===== src/design/depthwise_conv_3tap_requant_defines.svh =====
// assertion macros for the depthwise convolution block
// used by the top level rtl file, no other dependencies
`ifndef DEPTHWISE_CONV_3TAP_REQUANT_DEFINES_SVH
`define DEPTHWISE_CONV_3TAP_REQUANT_DEFINES_SVH
`ifndef SYNTHESIS
`define DCR_ASSERT(lbl, clk, rst, prop) \
   lbl: assert property (@(posedge clk) disable iff (rst) prop) else $error("dcr assertion failed");
`define DCR_NEVER(lbl, clk, rst, expr) \
   lbl: assert property (@(posedge clk) disable iff (rst) !(expr)) else $error("dcr forbidden state");
`else
`define DCR_ASSERT(lbl, clk, rst, prop)
`define DCR_NEVER(lbl, clk, rst, expr)
`endif
`endif


===== src/design/dcr_pkg.sv =====
// types and constants of the depthwise convolution block
// no dependencies
package dcr_pkg;
   localparam logic REG_ACT_MIN = 1'b0;
   localparam logic REG_ACT_MAX = 1'b1;

   localparam logic OP_LOAD   = 1'b0;
   localparam logic OP_SAMPLE = 1'b1;

   localparam logic [2:0] S_IDLE = 3'd0;
   localparam logic [2:0] S_RD   = 3'd1;
   localparam logic [2:0] S_MAC  = 3'd2;
   localparam logic [2:0] S_MUL  = 3'd3;
   localparam logic [2:0] S_FIN  = 3'd4;

   typedef struct packed {
      logic signed [5:0]  shift;
      logic signed [31:0] mult;
      logic signed [31:0] bias;
      logic signed [7:0]  w2;
      logic signed [7:0]  w1;
      logic signed [7:0]  w0;
   } param_type;

   typedef struct packed {
      logic rd;
      logic mac;
      logic mul;
   } stage_type;
endpackage


===== src/design/dcr_datapath.sv =====
// multiply-accumulate and rounding requantize with clamp
// depends on dcr_pkg
module dcr_datapath (
   input  logic               clock,
   input  dcr_pkg::stage_type ctl,
   input  dcr_pkg::param_type prm,
   input  logic signed [15:0] x0,
   input  logic signed [15:0] x1,
   input  logic signed [15:0] x2,
   input  logic signed [15:0] act_min,
   input  logic signed [15:0] act_max,
   output logic signed [15:0] res_value
);
   import dcr_pkg::*;

   logic signed [23:0] p0_ff, p1_ff, p2_ff;
   logic signed [31:0] bias_ff, mult_ff, acc_ff;
   logic signed [5:0]  shift_ff;
   logic [5:0]         sh_ff;
   logic signed [63:0] prod_ff;
   logic signed [5:0]  e;
   logic signed [6:0]  s7;
   logic signed [63:0] v, r, rs;

   always_comb begin
      e = shift_ff;
      if (shift_ff == -6'sd32) begin
         e = -6'sd31;
      end else if (shift_ff == 6'sd31) begin
         e = 6'sd30;
      end
      s7 = 7'sd31 - 7'(e);
   end

   always_ff @(posedge clock) begin
      if (ctl.rd) begin
         p0_ff    <= prm.w0 * x0;
         p1_ff    <= prm.w1 * x1;
         p2_ff    <= prm.w2 * x2;
         bias_ff  <= prm.bias;
         mult_ff  <= prm.mult;
         shift_ff <= prm.shift;
      end
      if (ctl.mac) begin
         acc_ff <= bias_ff + 32'(p0_ff) + 32'(p1_ff) + 32'(p2_ff);
         sh_ff  <= 6'(s7);
      end
      if (ctl.mul) begin
         prod_ff <= 64'(acc_ff) * 64'(mult_ff);
      end
   end

   always_comb begin
      v = prod_ff + (64'sd1 <<< (sh_ff - 6'd1));
      r = v >>> sh_ff;
      rs = r;
      if (r > 64'sd2147483647) begin
         rs = 64'sd2147483647;
      end
      if (r < -64'sd2147483648) begin
         rs = -64'sd2147483648;
      end
      if (rs > 64'(act_max)) begin
         rs = 64'(act_max);
      end
      if (rs < 64'(act_min)) begin
         rs = 64'(act_min);
      end
      res_value = rs[15:0];
   end
endmodule


===== config.mk =====
export PLATFORM = sky130hd
export DESIGN_NAME = dcr_datapath
export DESIGN_NICKNAME = d
export VERILOG_FILES = /design/src/design/depthwise_conv_3tap_requant_defines.svh /design/src/design/dcr_pkg.sv /design/src/design/dcr_datapath.sv
export SDC_FILE = /design/constraint.sdc
export NUM_CORES = 2
export LEC_CHECK = 0
export ABC_AREA = 1
export BUFFER_PORTS_ARGS = -buffer_cell sky130_fd_sc_hd__buf_2
export CORE_MARGIN = 8
export CORE_UTILIZATION = 55
export DETAILED_ROUTE_END_ITERATION = 6
export PLACE_DENSITY = 0.68
export SLEW_MARGIN = 15
export SYNTH_ARGS = -nofsm -noshare
export SYNTH_HDL_FRONTEND = slang
export SYNTH_SLANG_ARGS = --single-unit

===== constraint.sdc =====
create_clock -name clock -period 23.9 [get_ports clock]
set_input_delay 1.195 -clock clock [delete_from_list [all_inputs] [get_ports clock]]
set_output_delay 1.195 -clock clock [all_outputs]
set_load 0.03 [all_outputs]

==> out/qor.txt <==
run status = finished clean
worst-path fanout max = 66
hold depth = 0
CP max-delay cell = nor2_1
drt first pass iters = 7
Post-Syn Area = 74,060 um^2
Final nets = 11,640
Die H = 382.9 um
Arr. time, crit path = 14.37 ns
worst setup margin = 8.335 ns
initial core utilization = 0.5542
vias per cell = 5.339
vias in the first global route = 63,120
Bufs on Longest Clock Path = 3
drt wl/cell = 19.15 um
Max Cap Viol = 0
Worst slew margin = 0.2279
Syn Area/Cell = 7.746 um^2
initial antenna violation count = 4
pin count of the biggest net entering global routing = 86
synth warn = 0
total gr overflow = 0
Final Hold Violating Endpoints = 0
final WL = 215.8 mm
minimum clock period = 15.56 ns
number of distinct library cells after synthesis = 68
Place WS = 9.085 ns
most used cell, CP = nand2_1
number of routed nets with antenna violations = 0
GRT Util Overall = 0.2983
area growth from synthesis to layout = 4.744%
Final period util = 0.6512
Hold Worst Slack = 0.5024 ns
TNS Setup = 0 ns
hold buffers post-CTS = 0
Mapped Nets = 11,730
first-pass GRT wire length = 346.3 mm
Setup crit end kind = output port
num ports = 194
core region area = 133,600 um^2
worst skew pair latency = 0.60 ns
post-CTS setup buffers = 0
cell count after synthesis = 9,560
Seq cells post-synth = 244
DRC Markers = 0
Reg clk slew, reported paths = 0.06 ns
worst min path class = flip-flop to flip-flop
top-count cell post-synth = nand2_1
Synth top area share = 0.3912
RD Place Congestion = 1.037
# resized after CTS = 0
R2R depth = 34
CTS tree = done
Buffers on Ports = 193
cell type contributing the most total cell area after synthesis = fa_1
final setup violation count = 0
Fillers = 12,300
row count = 134
CTS sink cnt = 244
fmax = 0.06425 GHz
max-slew violation count = 0
clock root buffer = clkbuf_16
Crit Path Category = flip-flop to output port
DIE AREA = 146,600 um^2
CTS Buf Count = 35
largest cells by area after synthesis = fa_1 (39%), nand2_1 (13%), inv_1 (13%), edfxtp_1 (9.9%), ha_1 (9.1%)
commonest register cell after synthesis = edfxtp_1
placed inst area = 76,340 um^2
crit start category = flip-flop
RSZ-0062 raised after global routing = no
layout cell share with drive strength beyond 1 = 0.05316
Post-synth top cells = nand2_1 (2,603), inv_1 (2,514), fa_1 (1,447)
DP HPWL = 177.1 mm
sequential element share of the synthesized area = 0.09894
vias = 60,180
Design Area, Final = 77,570 um^2
clock skew = 0.04414 ns
Crit path largest cell delay = 0.92 ns
htree depth = 2
asr flop ratio synth = 0
DRT iter0 DRCs = 4,321
EDFF count, synth = 244
Die X = 382.9 um
Req. time, crit path = 22.71 ns
Slew @ Worst Pin = 1.154 ns
## cells in the final DEF (no fill, tap or decap), types with 5 or more instances in the layout
cell,count
nor3_1,22
and3_1,5
bufinv_16,5
xor2_1,137
inv_2,18
o21a_1,12
inv_1,2511
nor2_2,9
nand2_4,7
nand3_1,438
clkinv_2,6
nand2_1,2603
nor4_1,9
buf_4,93
xnor2_1,73
ha_1,541
nand2_2,26
mux2i_1,6
or2_2,78
and2_1,5
o221ai_1,11
clkinv_1,10
nand4_1,30
o21ai_0,183
nand3b_1,8
o21ai_1,10
o211ai_1,23
o22ai_1,5
a31oi_1,24
o21bai_1,7
a21o_1,14
a211oi_1,17
nand3_2,5
a21oi_1,279
edfxtp_1,244
buf_2,192
nor2_1,292
fa_1,1447
clkbuf_16,35
## critical path, delay by kind of cell (launching register included)
family                   cells  cell delay (ns)
AND/OR/NAND/NOR             49             8.14
buffers and inverters       12             2.34
AO/OA/AOI/OAI                6             1.59
adder cells (fa/ha/maj)      4             1.27
flip-flops                   1             0.35
## sequential cells by signal, indices dropped and copies added (netlist names)
register	cells
prod_ff	64
acc_ff	32
bias_ff	32
mult_ff	32
p0_ff	24
p1_ff	24
p2_ff	24
sh_ff	6
shift_ff	6
## cell type report
class	instances	area [um^2]	area share
clock buffers	39	890.9	0.01148
inverters	2538	9530	0.1229
flip-flops and latches	244	7327	0.09446
diodes	3	7.507	0.00009678
multi-input cells	6367	55610	0.7169
well taps	1768	2212	0.02852
clock inverters	25	319.1	0.004113
repair buffers	286	1670	0.02153
## cells by family (layout without fill, tap and decap cells)
group,count (synthesis),count (layout),share of synthesized area
muxes,6,6,0.0008110
and+or+nand+nor,3547,3547,0.1958
xor gates and xnor gates,211,211,0.02506
buffers and inverters,2949,2888,0.1503
other,0,3,0
adders and majority gates,1988,1988,0.4826
AOI/OAI and AO/OA,615,615,0.04655
DFF,244,244,0.09894
## path summary, 6_finish.rpt
path | startpoint | endpoint | slack (ns)
max | sh_ff[1] | res_value[1] | 8.34
min | shift_ff[5] | sh_ff[5] | 0.50
max reg2reg | acc_ff[7] | prod_ff[60] | 14.39
min reg2reg | shift_ff[5] | sh_ff[5] | 0.50
## stage by stage
stage,utilization,std cells
floorplan,-,9560
global placement,0.5713,11200
detailed placement,0.5713,11200
CTS,0.5804,11270
global route,0.5804,11270
finish,0.5805,11270
## layer usage
layer,vias up,share of wire,GRT usage
met1,29770,0.40,0.3865
li1,27790,-,-
met2,2151,0.48,0.5100
met3,458,0.071,0.04308
met5,-,0.00016,0
met4,6,0.044,0.1108
Power is not shown: default switching activity piles up to over one toggle a cycle in this logic, so the estimate is an artifact.
